===== config.mk =====
export PLATFORM = sky130hd
export DESIGN_NAME = divider_and_reload_timer
export DESIGN_NICKNAME = d
export VERILOG_FILES = /design/src/hw/rtl/dart_pkg.sv /design/src/hw/rtl/divider_and_reload_timer.sv /design/src/hw/rtl/dart_core.sv /design/src/hw/rtl/dart_outbuf.sv
export SDC_FILE = /design/constraint.sdc
export NUM_CORES = 1
export LEC_CHECK = 0
export BUFFER_PORTS_ARGS = -buffer_cell sky130_fd_sc_hd__buf_2
export CORE_UTILIZATION = 50
export DETAILED_ROUTE_END_ITERATION = 10
export GPL_TIMING_DRIVEN = 0
export PLACE_DENSITY = 0.69
export SLEW_MARGIN = 10
export SYNTH_ARGS = -nofsm -noshare
export SYNTH_HDL_FRONTEND = slang
export SYNTH_SLANG_ARGS = --single-unit
export TNS_END_PERCENT = 5

===== constraint.sdc =====
create_clock -name aclk -period 3.96 [get_ports aclk]
set_input_delay 0.594 -clock aclk [delete_from_list [all_inputs] [get_ports aclk]]
set_output_delay 0.594 -clock aclk [all_outputs]
set_load 0.005 [all_outputs]

===== src/hw/rtl/dart_pkg.sv =====
// Shared types and constants for the divider and reload timer.
// No dependencies; used by dart_core, dart_outbuf and divider_and_reload_timer.
package dart_pkg;

    localparam int TICK_W = 10;
    localparam logic [TICK_W-1:0] TICK_MAX = '1;

    localparam int CFG_IDX_W  = 2;
    localparam int CFG_DATA_W = 8;

    localparam logic [CFG_IDX_W-1:0] CFG_TIMER_ENABLE = 2'd0;
    localparam logic [CFG_IDX_W-1:0] CFG_RATE_SELECT  = 2'd1;
    localparam logic [CFG_IDX_W-1:0] CFG_RELOAD_VALUE = 2'd2;

    localparam logic [1:0] RATE_SEL_1024 = 2'd0;
    localparam logic [1:0] RATE_SEL_16   = 2'd1;
    localparam logic [1:0] RATE_SEL_64   = 2'd2;
    localparam logic [1:0] RATE_SEL_256  = 2'd3;

    localparam int IN_TDATA_W  = 8;
    localparam int OUT_TDATA_W = 24;

    typedef struct packed {
        logic       enable;
        logic [1:0] rate_select;
        logic [7:0] reload_value;
    } timer_cfg_t;

    typedef struct packed {
        logic       timer_irq;
        logic [7:0] timer_value;
        logic [7:0] divider_value;
        logic       cpu_step;
    } result_t;

    localparam int RESULT_W = $bits(result_t);

endpackage


===== src/hw/rtl/divider_and_reload_timer.sv =====
// Divider and reload timer: one master tick per input beat with advance set, one result beat per input beat.
// The result of an accepted beat is registered in the main register, or in the skid register while one waits.
// One beat is taken per cycle while the skid stage is empty; the counters update in a single pass before the
// result register, and a skid stage keeps s_tready high while one result waits.
// Reset (aresetn low, synchronous) clears all counters and configuration and empties the output buffers.
// Depends on dart_pkg, dart_core and dart_outbuf.
module divider_and_reload_timer import dart_pkg::*; #(
    parameter int CPU_DIV = 4,
    parameter int DIV_DIV = 256
) (
    input  logic                   aclk,
    input  logic                   aresetn,
    input  logic                   s_tvalid,
    output logic                   s_tready,
    input  logic [IN_TDATA_W-1:0]  s_tdata,   // [0] advance, [7:1] zero
    output logic                   m_tvalid,
    input  logic                   m_tready,
    output logic [OUT_TDATA_W-1:0] m_tdata,   // [0] cpu_step, [8:1] divider_value,
                                              // [16:9] timer_value, [17] timer_irq, [23:18] zero
    input  logic                   cfg_valid,
    output logic                   cfg_ready,
    input  logic [CFG_IDX_W-1:0]   cfg_index,
    input  logic [CFG_DATA_W-1:0]  cfg_data
);

    timer_cfg_t cfg_reg, cfg_next;
    result_t    core_result;
    result_t    out_result;
    logic       s_accept;

    assign cfg_ready = 1'b1;
    assign s_accept  = s_tvalid && s_tready;

    always_comb begin
        cfg_next = cfg_reg;
        if (cfg_valid && cfg_ready) begin
            case (cfg_index)
                CFG_TIMER_ENABLE: cfg_next.enable       = cfg_data[0];
                CFG_RATE_SELECT:  cfg_next.rate_select  = cfg_data[1:0];
                CFG_RELOAD_VALUE: cfg_next.reload_value = cfg_data;
                default:          cfg_next = cfg_reg;
            endcase
        end
    end

    always_ff @(posedge aclk) begin
        if (!aresetn) begin
            cfg_reg <= '0;
        end else begin
            cfg_reg <= cfg_next;
        end
    end

    dart_core #(
        .CPU_DIV(CPU_DIV),
        .DIV_DIV(DIV_DIV)
    ) u_core (
        .aclk       (aclk),
        .aresetn    (aresetn),
        .item_accept(s_accept),
        .advance    (s_tdata[0]),
        .cfg        (cfg_reg),
        .result     (core_result)
    );

    dart_outbuf u_outbuf (
        .aclk     (aclk),
        .aresetn  (aresetn),
        .in_valid (s_tvalid),
        .in_ready (s_tready),
        .in_data  (core_result),
        .out_valid(m_tvalid),
        .out_ready(m_tready),
        .out_data (out_result)
    );

    assign m_tdata = {(OUT_TDATA_W - RESULT_W)'(0), out_result};

    a_irq_reloads: assert property (@(posedge aclk) disable iff (!aresetn)
        m_tvalid && out_result.timer_irq |-> out_result.timer_value == cfg_reg.reload_value)
        else $error("timer interrupt without reload of the timer counter");

    a_irq_enabled: assert property (@(posedge aclk) disable iff (!aresetn)
        m_tvalid && out_result.timer_irq |-> cfg_reg.enable)
        else $error("timer interrupt while the timer is disabled");

    a_result_follows: assert property (@(posedge aclk) disable iff (!aresetn)
        s_accept && !m_tvalid |=> m_tvalid)
        else $error("accepted beat produced no result");

endmodule


===== src/hw/rtl/dart_core.sv =====
// Tick counter, phase counters, divider and timer counter for one tick per beat with advance set.
// Depends on dart_pkg.
module dart_core import dart_pkg::*; #(
    parameter int CPU_DIV = 4,
    parameter int DIV_DIV = 256
) (
    input  logic       aclk,
    input  logic       aresetn,
    input  logic       item_accept,
    input  logic       advance,
    input  timer_cfg_t cfg,
    output result_t    result
);

    localparam int CPU_W = (CPU_DIV > 1) ? $clog2(CPU_DIV) : 1;
    localparam int DIV_W = (DIV_DIV > 1) ? $clog2(DIV_DIV) : 1;
    localparam logic [CPU_W-1:0] CPU_LAST = CPU_W'(CPU_DIV - 1);
    localparam logic [DIV_W-1:0] DIV_LAST = DIV_W'(DIV_DIV - 1);

    logic [TICK_W-1:0] tick_reg, tick_next;
    logic [CPU_W-1:0]  cpu_phase_reg, cpu_phase_next;
    logic [DIV_W-1:0]  div_phase_reg, div_phase_next;
    logic [7:0]        divider_reg, divider_next;
    logic [7:0]        timer_reg, timer_next;
    logic              tick;
    logic              rate_hit;
    logic              cpu_hit;
    logic              div_hit;
    logic              timer_hit;
    logic              timer_wrap;

    assign tick    = item_accept && advance;
    assign cpu_hit = (cpu_phase_reg == '0);
    assign div_hit = (div_phase_reg == '0);

    always_comb begin
        case (cfg.rate_select)
            RATE_SEL_1024: rate_hit = (tick_reg == '0);
            RATE_SEL_16:   rate_hit = (tick_reg[3:0] == '0);
            RATE_SEL_64:   rate_hit = (tick_reg[5:0] == '0);
            RATE_SEL_256:  rate_hit = (tick_reg[7:0] == '0);
            default:       rate_hit = 1'b0;
        endcase
    end

    assign timer_hit  = cfg.enable && rate_hit;
    assign timer_wrap = timer_hit && (timer_reg == 8'hFF);

    always_comb begin
        tick_next      = tick_reg;
        cpu_phase_next = cpu_phase_reg;
        div_phase_next = div_phase_reg;
        divider_next   = divider_reg;
        timer_next     = timer_reg;
        if (tick) begin
            tick_next = tick_reg + 1'b1;
            if (tick_reg == TICK_MAX || cpu_phase_reg == CPU_LAST) begin
                cpu_phase_next = '0;
            end else begin
                cpu_phase_next = cpu_phase_reg + 1'b1;
            end
            if (tick_reg == TICK_MAX || div_phase_reg == DIV_LAST) begin
                div_phase_next = '0;
            end else begin
                div_phase_next = div_phase_reg + 1'b1;
            end
            if (div_hit) begin
                divider_next = divider_reg + 1'b1;
            end
            if (timer_wrap) begin
                timer_next = cfg.reload_value;
            end else if (timer_hit) begin
                timer_next = timer_reg + 1'b1;
            end
        end
    end

    always_comb begin
        result.cpu_step      = tick && cpu_hit;
        result.divider_value = divider_next;
        result.timer_value   = timer_next;
        result.timer_irq     = tick && timer_wrap;
    end

    always_ff @(posedge aclk) begin
        if (!aresetn) begin
            tick_reg      <= '0;
            cpu_phase_reg <= '0;
            div_phase_reg <= '0;
            divider_reg   <= '0;
            timer_reg     <= '0;
        end else begin
            tick_reg      <= tick_next;
            cpu_phase_reg <= cpu_phase_next;
            div_phase_reg <= div_phase_next;
            divider_reg   <= divider_next;
            timer_reg     <= timer_next;
        end
    end

endmodule


===== src/hw/rtl/dart_outbuf.sv =====
// Result register with a skid stage, so a new beat is taken while a result waits.
// Depends on dart_pkg.
module dart_outbuf import dart_pkg::*; (
    input  logic    aclk,
    input  logic    aresetn,
    input  logic    in_valid,
    output logic    in_ready,
    input  result_t in_data,
    output logic    out_valid,
    input  logic    out_ready,
    output result_t out_data
);

    logic    main_valid_reg, main_valid_next;
    logic    skid_valid_reg, skid_valid_next;
    result_t main_reg, main_next;
    result_t skid_reg, skid_next;
    logic    push;
    logic    pop;

    assign in_ready  = !skid_valid_reg;
    assign out_valid = main_valid_reg;
    assign out_data  = main_reg;
    assign push      = in_valid && in_ready;
    assign pop       = main_valid_reg && out_ready;

    always_comb begin
        main_valid_next = main_valid_reg;
        skid_valid_next = skid_valid_reg;
        main_next       = main_reg;
        skid_next       = skid_reg;
        if (skid_valid_reg) begin
            if (pop) begin
                main_next       = skid_reg;
                skid_valid_next = 1'b0;
            end
        end else if (push) begin
            if (!main_valid_reg || pop) begin
                main_next       = in_data;
                main_valid_next = 1'b1;
            end else begin
                skid_next       = in_data;
                skid_valid_next = 1'b1;
            end
        end else if (pop) begin
            main_valid_next = 1'b0;
        end
    end

    always_ff @(posedge aclk) begin
        if (!aresetn) begin
            main_valid_reg <= 1'b0;
            skid_valid_reg <= 1'b0;
        end else begin
            main_valid_reg <= main_valid_next;
            skid_valid_reg <= skid_valid_next;
        end
        main_reg <= main_next;
        skid_reg <= skid_next;
    end

endmodule


; ---- After elaboration in Yosys (flattened, before gate mapping)
; Index checks and enable logic that the tools add are counted.
[totals]
reg_bits = 85
inputBits = 23
out_inout_bits = 27
elab_cells = 84
[op_classes]
add_sub_neg = 5
eq_ne = 11
n_mux = 19
bitwise_logic = 2
n_reduce_logical = 29
[op_table]
columns = cell, n
row1 = $mux W18, 4
row2 = $mux W8, 6
row3 = $add A8 B1 Y8 const B, 3
row4 = $eq A8 B8 Y1 const B, 2
row5 = $logic_not A8 Y1, 2
row6 = $add A10 B1 Y10 const B, 1
row7 = $eq A10 B10 Y1 const B, 1
row8 = $logic_not A10 Y1, 1
row9 = $reduce_and A3 Y1, 3
row10 = $eq A2 B2 Y1 const B, 4
row11 = $logic_and A1 B1 Y1, 7
row12 = $mux W1, 7
row13 = $logic_not A2 Y1, 3
row14 = $logic_not A6 Y1, 1
row15 = $reduce_and A2 Y1, 3
row16 = $reduce_bool A2 Y1, 3
row17 = $eq A2 B1 Y1 const B, 2
row18 = $logic_not A4 Y1, 1
row19 = $pmux W1 S4, 1
row20 = $logic_or A1 B1 Y1, 3
row21 = $add A2 B1 Y2 const B, 1
row22 = $logic_not A1 Y1, 2
row23 = $mux W2, 1
row24 = $ne A2 B1 Y1 const B, 1
row25 = 2 further kinds, 3

; ---- Longest topological paths before layout
; Gate-level depths: netlist (run 1).
[logic_depth]
word_depth = 9
mapped_depth = 7

; ---- Cells and area by module
; A second synthesis (run 1) with hierarchy kept.
[unflattened]
hier_cells = 372
area_unflattened_um2 = 4003.8
[modules_own_cells]
columns = module, instances, cells_per_inst, area_each_um2, seq_area_each_um2
row1 = dart_core, 1, 245, 2072.0, 720.7
row2 = dart_outbuf, 1, 70, 1413.9, 1121.1
row3 = divider_and_reload_timer, 1, 57, 518.0, 220.2

; ---- Worst setup path before layout (run 1)
; No wires, ideal clock.
[synth_path]
path_type = register -> register
from = register u_outbuf.skid_valid_reg
to = register u_outbuf.skid_reg[0] in the netlist's numbering, enable pin
setup_ns = 0.420
arrival_ns = 2.487
required_ns = 3.540
setup_slack_ns = 1.053
stages_incl_launch_ff = 6
n_path_buf = 2
synth_period_minus_slack_ns = 2.907
cell_sequence = dfxtp_1 > clkbuf_1 > inv_1 > buf_1 > nand2_1 > nor3b_1
[synth_between]
elab_chain_len = 3
elab_cells_between_ends = 4
cone_classes = bitwise: 1 / reduce/logical: 3
[synth_rtl]
columns = item, line
row1 = from (decl), dart_outbuf.sv:15  ; logic skid_valid_reg, skid_valid_next;
row2 = from (signal assigned), dart_outbuf.sv:56  ; skid_valid_reg <= skid_valid_next;
row3 = $logic_not A1 Y1, dart_outbuf.sv:21  ; assign in_ready = !skid_valid_reg;
row4 = named net s_tready, divider_and_reload_timer.sv:14  ; output logic s_tready,
row5 = $logic_and A1 B1 Y1, dart_outbuf.sv:24  ; assign push = in_valid && in_ready;
row6 = $reduce_and A3 Y1 (no source line), -
row7 = to (signal assigned), dart_outbuf.sv:59  ; skid_reg <= skid_next;
row8 = to (decl), dart_outbuf.sv:17  ; result_t skid_reg, skid_next;
; The timed path passes the listed nets, and every way through them passes these cells.
; A chain may end at the register's enable or synchronous reset.

; ---- Final worst setup path (run 1)
[layout_path]
from = register u_outbuf.skid_valid_reg
to = register u_outbuf.skid_reg[0] in the netlist's numbering, enable pin
[layout_between]
elab_chain_len = 3
elab_cells_between_ends = 4
cone_classes = bitwise: 1 / reduce/logical: 3
[layout_rtl]
columns = item, line
row1 = $logic_not A1 Y1, dart_outbuf.sv:21
row2 = $logic_and A1 B1 Y1, dart_outbuf.sv:24
row3 = $reduce_and A3 Y1 (no source line) *, -
; Mark *: on every way between the ends. The rest lies on a longest branch, timed or not.

==> flow_summary.json, run 1 <==
{
  "ant_nets": 0,
  "tightest_slew_ps": 617,
  "rows": 32,
  "fin_crit_ps": 2570,
  "path_buf_inv": 4,
  "cp_max_fo": 10,
  "synth_area_leaders": "edfxtp_1 (27%), dfxtp_1 (25%), and2_1 (3.9%)",
  "status": "finished clean",
  "comb_power_share": 0.076,
  "die-area_sq_um": 8290,
  "synth_warnings": 0,
  "worstSetupPathType": "register to register",
  "crit_family": "buffers and inverters",
  "post_drt_wl_per_cell_um": 14.5,
  "cts_tree": "done",
  "cp.arrival_ps": 2640,
  "core_sq_um": 7690,
  "p_sw_frac": 0.230,
  "drtPass1Iterations": 4,
  "finalCritPeriodShare": 0.649,
  "viasPerCell": 5.31,
  "die_y_um": 91.0,
  "syn_to_final_growth_pct": 13.7,
  "place_area_sq_um": 4330,
  "ioPinCount": 50,
  "p_leak_uw": 0.00184,
  "drc": 0,
  "start_util": 0.516,
  "power.switching_uw": 384,
  "clkTransAtPathRegs_ps": 80,
  "grt_pass1_wl_um": 12900,
  "yosys.area.top_type": "edfxtp_1",
  "place.gp.congestion": 0.913,
  "synth-edff-count": 36,
  "seq_power_share": 0.574,
  "grt_pass1_vias": 2642,
  "grt_max_degree": 16,
  "cts_max_level": 3,
  "synth_seq_cells": 85,
  "setup_viol": 0,
  "fin_nets": 453,
  "fmax_mhz": 389,
  "startpoint_type": "register",
  "cts_buffers": 9,
  "peakVddDrop_mv": 0.181,
  "netlist_area_sq_um": 3960,
  "yosysTopAreaCellShare": 0.273,
  "cp.required_ps": 4030,
  "final_cell_area_sq_um": 4510,
  "max-cap-violations": 0,
  "ys_seq_area_frac": 0.520,
  "finalHoldViolations": 0,
  "yosys.cell_count.top_type": "dfxtp_1",
  "crit_path_end_kind": "register",
  "finalWirelength_um": 7670,
  "syn_area_per_cell_sq_um": 10.8,
  "whs_ps": 494,
  "num_vias": 2810,
  "cpPeakStageDelay_ps": 500,
  "postSynth.asyncResetShare": 0,
  "rsz0062_at_grt": "no",
  "synth_top_flop_cell": "dfxtp_1",
  "cts_setup_buffers": 0,
  "maxSlewViolCount": 0,
  "clkLatencyLatePin_ps": 360,
  "drtIter0Drc": 173,
  "hpwl_um": 5520,
  "power_frac_clock": 0.350,
  "io_buffers": 35,
  "slew_headroom": 0.589,
  "p_int_uw": 1290,
  "die_w_um": 91.0,
  "clkSinkCount": 85,
  "grt_usage": 0.201,
  "synth_commonest_cells": "dfxtp_1 (49), edfxtp_1 (36), nand2_1 (30)",
  "skew_ps": 5.33,
  "synth.distinct_cells": 56,
  "hold_class": "register to register",
  "ctsRootBufferMaster": "clkbuf_8",
  "overflow": 0,
  "antenna_found_initial": 0,
  "syn_inst": 368,
  "cts.repair.resized": 0,
  "drive_above_1_share": 0.199,
  "slowest_stage": "buf_1",
  "cts_hold_buf": 0,
  "p_per_area_nw_per_um2": 371,
  "cp_cell_sequence": "clkbuf_1, inv_1, buf_1, nand2_1, nor3b_2, buf_4",
  "clockBufferDepth": 2,
  "antennaDiodeCount": 0
}
-- worst paths after layout --
kind	start	slack, ps	to	depth (start not counted)
setup / recovery	u_outbuf.skid_valid_reg	1390	u_outbuf.skid_reg[0]	6
hold / removal	u_core.cpu_phase_reg[1]	490	u_core.cpu_phase_reg[1]	2
setup reg to reg	u_outbuf.skid_valid_reg	1390	u_outbuf.skid_reg[0]	6
hold reg to reg	u_core.cpu_phase_reg[1]	490	u_core.cpu_phase_reg[1]	2
-- kinds of logic after synthesis --
group	after synthesis	share of synthesized area
flip-flops	85	0.520
multiplexers	27	0.0720
AO/OA/AOI/OAI	47	0.0821
other	2	0.00189
AND/OR/NAND/NOR	142	0.202
XOR/XNOR	23	0.0565
buffers and inverters	34	0.0398
adder cells (fa/ha/maj)	8	0.0253
-- cell usage in the layout, fill, tap and decap left out, types with 4 or more instances in the layout --
master and n:
o21ai_0 9, mux2_2 12, inv_1 13, conb_1 7, and2_1 25, buf_4 8
a21boi_0 5, nand4_1 12, a21oi_1 7, buf_2 37, clkbuf_8 9, nand2_1 30
clkbuf_1 10, edfxtp_1 36, nor3_1 6, xor2_1 10, nor3b_1 4, ha_1 8
and3_1 8, nor2_1 18, nand3_1 9, nor2b_1 13, mux2i_1 15, xnor2_1 10
dfxtp_1 49
-- metal layers --
metal | global-route usage | up-vias | routed length, um
met4 | 0.0926 | 0 | 114
met5 | 0 | - | 0
li1 | - | 1392 | -
met1 | 0.263 | 1354 | 3580
met2 | 0.321 | 55 | 3670
met3 | 0.0402 | 9 | 309
-- worst min-delay path, stage by stage (launching register included) --
cell      delay (ps)
dfxtp_1          330
nand2_1           50
a21boi_0          60
-- stage by stage --
step / utilization / TNS, ps / cells / worst slack [ps] / total power, uW
floorplan: - / 0 / 373 / 1050 / 1050
global placement: 0.557 / -4160 / 510 / -232 / 1100
detailed placement: 0.563 / 0 / 513 / 1300 / 1110
CTS: 0.586 / 0 / 529 / 1310 / 1680
global route: 0.586 / 0 / 529 / 1180 / 1730
finish: 0.586 / 0 / 529 / 1390 / 1670
-- power by group through the flow --
stage                     combinational, uW  sequential, uW  clock [uW]
after floorplan                        73.7             981           0
after global placement                  122             980           0
after detailed placement                129             980           0
after CTS                               129             960         591
after global routing                    142             963         627
final                                   127             959         584
-- area by class of cell --
class	instances	area (sq um)
fill	688	3180
sequential	85	2060
multi-input combinational	254	1770
timing repair buffer	38	205
clock buffer	10	128
tap	102	128
buffer	21	109
clock inverter	6	53.8
inverter	13	48.8
(Power assumes the default switching activity.)
==> run 2, diff against run 1 <==
- PLACE_DENSITY: 0.69 -> 0.72
- clock period: 3.96 -> 2.3 ns (I/O delays scaled with it)
==> run 2 against run 1 <==
Effect of this change: total power increased by 85%; worst setup slack worse by 1300 ps; combinational power rose by 80%; non-clock buffer count is 1 higher; sequential share of layout area shrank 0.82 points; highest routed layer unchanged; core utilization up 1.1 points; critical endpoint is now u_outbuf.out_data[7].
==> flow_summary.json, run 2 (synthesis results as in run 1) <==
{
  "r2r_end": "u_outbuf.out_data[7]",
  "ant_nets": 0,
  "min_path_cells": 3,
  "clkSinkCount": 85,
  "fin_crit_ps": 2250,
  "pre_cts_ws_ps": -324,
  "tightest_slew_ps": 599,
  "clkLatencyLatePin_ps": 370,
  "peakVddDrop_mv": 0.297,
  "cp.arrival_ps": 2370,
  "status": "finished clean",
  "drive_above_1_share": 0.222,
  "grt_max_degree": 17,
  "skew_ps": 12.9,
  "syn_to_final_growth_pct": 15.9,
  "antennaDiodeCount": 0,
  "place_area_sq_um": 4330,
  "num_vias": 2837,
  "p_per_area_nw_per_um2": 671,
  "drc": 0,
  "antenna_found_initial": 0,
  "dp_cells": 512,
  "grt_pass1_vias": 2753,
  "worstSetupPathType": "register to register",
  "grt_pass1_wl_um": 12700,
  "r2r_slack_ps": 50,
  "instances_no_fill": 530,
  "cts_max_level": 3,
  "finalWirelength_um": 7650,
  "final_common_cell": "dfxtp_1",
  "cp.required_ps": 2410,
  "hold_class": "primary input to register",
  "cts_buffers": 9,
  "ioPinCount": 50,
  "start_util": 0.516,
  "hpwl_um": 5600,
  "clkTransAtPathRegs_ps": 90,
  "die_w_um": 91.0,
  "r2r_cells": 7,
  "fin_nets": 454,
  "crit_path_end_kind": "register",
  "die-area_sq_um": 8290,
  "ctsRootBufferMaster": "clkbuf_8",
  "max-cap-violations": 0,
  "fmax_mhz": 444,
  "whs_endpoint": "cfg_reg[4]",
  "post_drt_wl_per_cell_um": 14.4,
  "viasPerCell": 5.35,
  "maxSlewViolCount": 0,
  "setup_tns_ps": 0,
  "p_leak_uw": 0.00188,
  "cp_max_fo": 6,
  "rsz0062_at_grt": "yes",
  "finalHoldViolations": 0,
  "core_sq_um": 7690,
  "min_from": "cfg_data[4]",
  "drtPass1Iterations": 4,
  "setup_viol": 0,
  "cp-startpoint": "u_core.div_phase_reg[0]",
  "slew_headroom": 0.597,
  "rows": 32,
  "report.power.total_uw": 3080,
  "timing.rr.start": "u_core.div_phase_reg[0]",
  "worst_slack_ps": 48.2,
  "grt_usage": 0.197,
  "io_buffers": 35,
  "startpoint_type": "register",
  "finalCritPeriodShare": 0.979,
  "place.gp.congestion": 0.861,
  "final_cell_area_sq_um": 4590,
  "overflow": 0,
  "cts_tree": "done",
  "die_y_um": 91.0,
  "drtIter0Drc": 139,
  "clockBufferDepth": 2,
  "final_cell_mix": "dfxtp_1 (47), buf_2 (37), edfxtp_1 (36)"
}
## run 2: worst max path at each step
stage	to
2_1_floorplan	u_outbuf.out_data[0]
3_3_place_gp	u_outbuf.out_data[9]
3_5_place_dp	u_outbuf.out_data[9]
4_1_cts	u_outbuf.out_data[8]
5_1_grt	u_outbuf.out_data[7]
6_report	u_outbuf.out_data[7]
## run 2: area by class of cell
class                           instances  area [sq um]
Buffer                                 21           113
Inverter                               13          48.8
Timing Repair Buffer                   39           216
Tap cell                              102           128
Fill cell                             655          3090
Clock buffer                            9           124
Sequential cell                        85          2060
Multi-Input combinational cell        254          1790
Clock inverter                          7           106
## run 2: what timing repair did
action / in CTS / in global routing
resized for setup: 2 / 5
setup buffers: 2 / 0
endpoints found under the setup margin: 37 / 19
pin swaps: 1 / 1
hold buffers: 0 / 0
## run 2: critical path, cell delays in order (launching register included)
cell	delay, ps
dfxtp_2	350
inv_1	90
ha_1	160
or4b_4	500
nor4_4	260
nand4_1	200
xnor2_2	180
mux2_2	280
## run 2: power breakdown
group / internal, uW / total [uW] / switching [uW]
registers: 1630 / 1650 / 25.4
clock network: 628 / 1200 / 572
logic: 104 / 229 / 125
## run 2: layer usage
metal,track usage,vias up,share of wire
met5,0,-,0
met4,0.110,0,0.032
met3,0.0469,22,0.038
met2,0.307,70,0.47
met1,0.250,1339,0.46
li1,-,1406,-
## run 2: metrics by stage
stage                      util  hold WS (ps)
after detailed placement  0.563           493
after CTS                 0.596           235
final                     0.598           240
after global placement    0.558           474
after global routing      0.598           224
after floorplan               -           458
==> run 3, diff against run 2 <==
- CTS_BUF_LIST: default -> sky130_fd_sc_hd__clkbuf_4 sky130_fd_sc_hd__clkbuf_8
- SYNTH_HIERARCHICAL: default -> 1
==> run 3 against run 2 <==
Effect of this change: core utilization is 0.73 points higher; clock power is 12% lower; largest cell class unchanged; critical path type unchanged; sequential share of layout area decreased by 0.74 points.
==> flow_summary.json, run 3 <==
{
  "final_cell_mix": "dfxtp_1 (46), nand2_1 (37), edfxtp_1 (36)",
  "timing.rr.start": "u_core/div_phase_reg[1]",
  "yosysTopAreaCellShare": 0.270,
  "cts_tree": "done",
  "cpPeakStageDelay_ps": 500,
  "synth_commonest_cells": "dfxtp_1 (49), nand2_1 (38), edfxtp_1 (36)",
  "start_util": 0.518,
  "synth-edff-count": 36,
  "postSynth.asyncResetShare": 0,
  "final_cell_area_sq_um": 4670,
  "synth_seq_cells": 85,
  "peakVddDrop_mv": 0.347,
  "cts_max_level": 3,
  "ys_seq_area_frac": 0.515,
  "finalHoldViolations": 0,
  "whs_ps": 222,
  "syn_area_per_cell_sq_um": 10.8,
  "syn_to_final_growth_pct": 16.7,
  "netlist_area_sq_um": 4000,
  "hold_class": "primary input to register",
  "die_y_um": 91.5,
  "cp.required_ps": 2400,
  "ant_nets": 0,
  "yosys.area.top_type": "edfxtp_1",
  "fmax_mhz": 435,
  "cp.arrival_ps": 2390,
  "grt_max_degree": 19,
  "clkSinkCount": 85,
  "slew_headroom": 0.442,
  "hpwl_um": 5210,
  "fin_crit_ps": 2300,
  "finalCritPeriodShare": 0.998,
  "num_vias": 2858,
  "yosys.cell_count.top_type": "dfxtp_1",
  "r2r_cells": 7,
  "ctsRootBufferMaster": "clkbuf_8",
  "rows": 32,
  "setup_tns_ps": 0,
  "ioPinCount": 50,
  "r2r_slack_ps": 4,
  "cts_buffers": 9,
  "die_w_um": 91.5,
  "synth.distinct_cells": 58,
  "slowest_stage": "or4b_4",
  "place_area_sq_um": 4340,
  "rsz0062_at_grt": "yes",
  "p_leak_uw": 0.00179,
  "clockBufferDepth": 2,
  "antenna_found_initial": 0,
  "startpoint_type": "register",
  "grt_usage": 0.183,
  "dp_cells": 515,
  "final_common_cell": "dfxtp_1",
  "fin_util": 0.605,
  "grt_pass1_vias": 2553,
  "clkTransAtPathRegs_ps": 90,
  "cp_max_fo": 6,
  "max-cap-violations": 0,
  "grt_pass1_wl_um": 12200,
  "clkLatencyLatePin_ps": 340,
  "maxSlewViolCount": 0,
  "syn_inst": 372,
  "p_per_area_nw_per_um2": 631,
  "skew_ps": 9.89,
  "cts_hold_buf": 0,
  "r2r_end": "u_outbuf/out_data[2]",
  "antennaDiodeCount": 0,
  "setup_viol": 0,
  "fin_nets": 458,
  "overflow": 0,
  "drtPass1Iterations": 4,
  "crit_path_end_kind": "register",
  "io_buffers": 35,
  "synth_warnings": 6,
  "post_drt_wl_per_cell_um": 13.9,
  "cp-startpoint": "u_core/div_phase_reg[1]",
  "drtIter0Drc": 173,
  "endpoint": "u_outbuf/out_data[2]",
  "worstSetupPathType": "register to register",
  "place.gp.congestion": 0.892,
  "tightest_slew_ps": 837,
  "drc": 0,
  "core_sq_um": 7730,
  "viasPerCell": 5.35,
  "instances_no_fill": 534,
  "die-area_sq_um": 8370,
  "synth_top_flop_cell": "dfxtp_1",
  "finalWirelength_um": 7430,
  "status": "finished clean",
  "drive_above_1_share": 0.259,
  "cp_cell_sequence": "inv_1, ha_1, or4b_4, or3_4, buf_6, mux2_4, mux2_2",
  "synth_area_leaders": "edfxtp_1 (27%), dfxtp_1 (25%), mux2_2 (5.1%)"
}
[run 3: changes by cell type after synthesis, sizes merged, moves of 6 or more]
cell	delta
nand2b	+6
nor2b	-13
mux2	+7
a211oi	+9
clkbuf	-6
and2	-18
a21oi	+9
nand2	+8
[run 3: layer usage]
metal	GRT usage	wire length, um
met1	0.260	3720
met2	0.276	3410
met3	0.0377	262
met4	0.0608	44
met5	0	0
[run 3: critical path, delay by kind of cell (launching register included)]
kind	cells	cell delay [ps]
flip-flops	1	340
adder cells (fa/ha/maj)	1	130
AND/OR/NAND/NOR	2	840
multiplexers	2	560
buffers and inverters	2	190
[run 3: worst min path at each step]
stage,from,to,slack [ps],depth (start not counted)
final,m_tready,u_outbuf/skid_valid_reg,220,2
after global routing,m_tready,u_outbuf/skid_valid_reg,220,2
after CTS,m_tready,u_outbuf/skid_valid_reg,210,2
after detailed placement,cfg_reg[4],cfg_reg[4],460,2
after global placement,cfg_reg[7],cfg_reg[7],440,2
after floorplan,cfg_reg[7],cfg_reg[7],430,2
[run 3: through the flow]
| stage | power [uW] | worst slack, ps |
|---|---|---|
| after floorplan | 1840 | 50.0 |
| after detailed placement | 1920 | -362 |
| after CTS | 2980 | -17.5 |
| after global placement | 1910 | -314 |
| final | 2950 | 3.65 |
| after global routing | 3080 | -66.5 |
[run 3: final cells by class]
class | count | area, sq um
clock buffers | 10 | 131
clock inverters | 6 | 71.3
fillers | 650 | 3050
flip-flops and latches | 85 | 2070
well taps | 102 | 128
repair buffers | 39 | 209
inverters | 17 | 63.8
multi-input cells | 255 | 1860
plain buffers | 20 | 146
[run 3: where the power goes]
| group | switching, uW | internal [uW] |
|---|---|---|
| combinational | 129 | 119 |
| sequential | 25.3 | 1630 |
| clock | 524 | 524 |
| total | 678 | 2270 |
[run 3: cell families (layout without fill, tap and decap cells)]
family                     count (synthesis)  after routing  synth area share
xor gates and xnor gates                  21             21            0.0459
buffers and inverters                     37             92            0.0484
muxes                                     34             34            0.0919
DFF                                       85             85             0.515
and+or+nand+nor                          130            130             0.179
other                                      2              7           0.00188
AOI/OAI and AO/OA                         55             55            0.0931
adders and majority gates                  8              8            0.0250
[run 3: what timing repair did]
| item | in CTS | in global routing |
|---|---|---|
| cloned | 0 | 0 |
| hold endpoints to repair | 0 | 0 |
| pin swaps | 1 | 2 |
| buffers inserted | 1 | 2 |
| endpoints found under the setup margin | 30 | 14 |
| resized for setup | 12 | 15 |
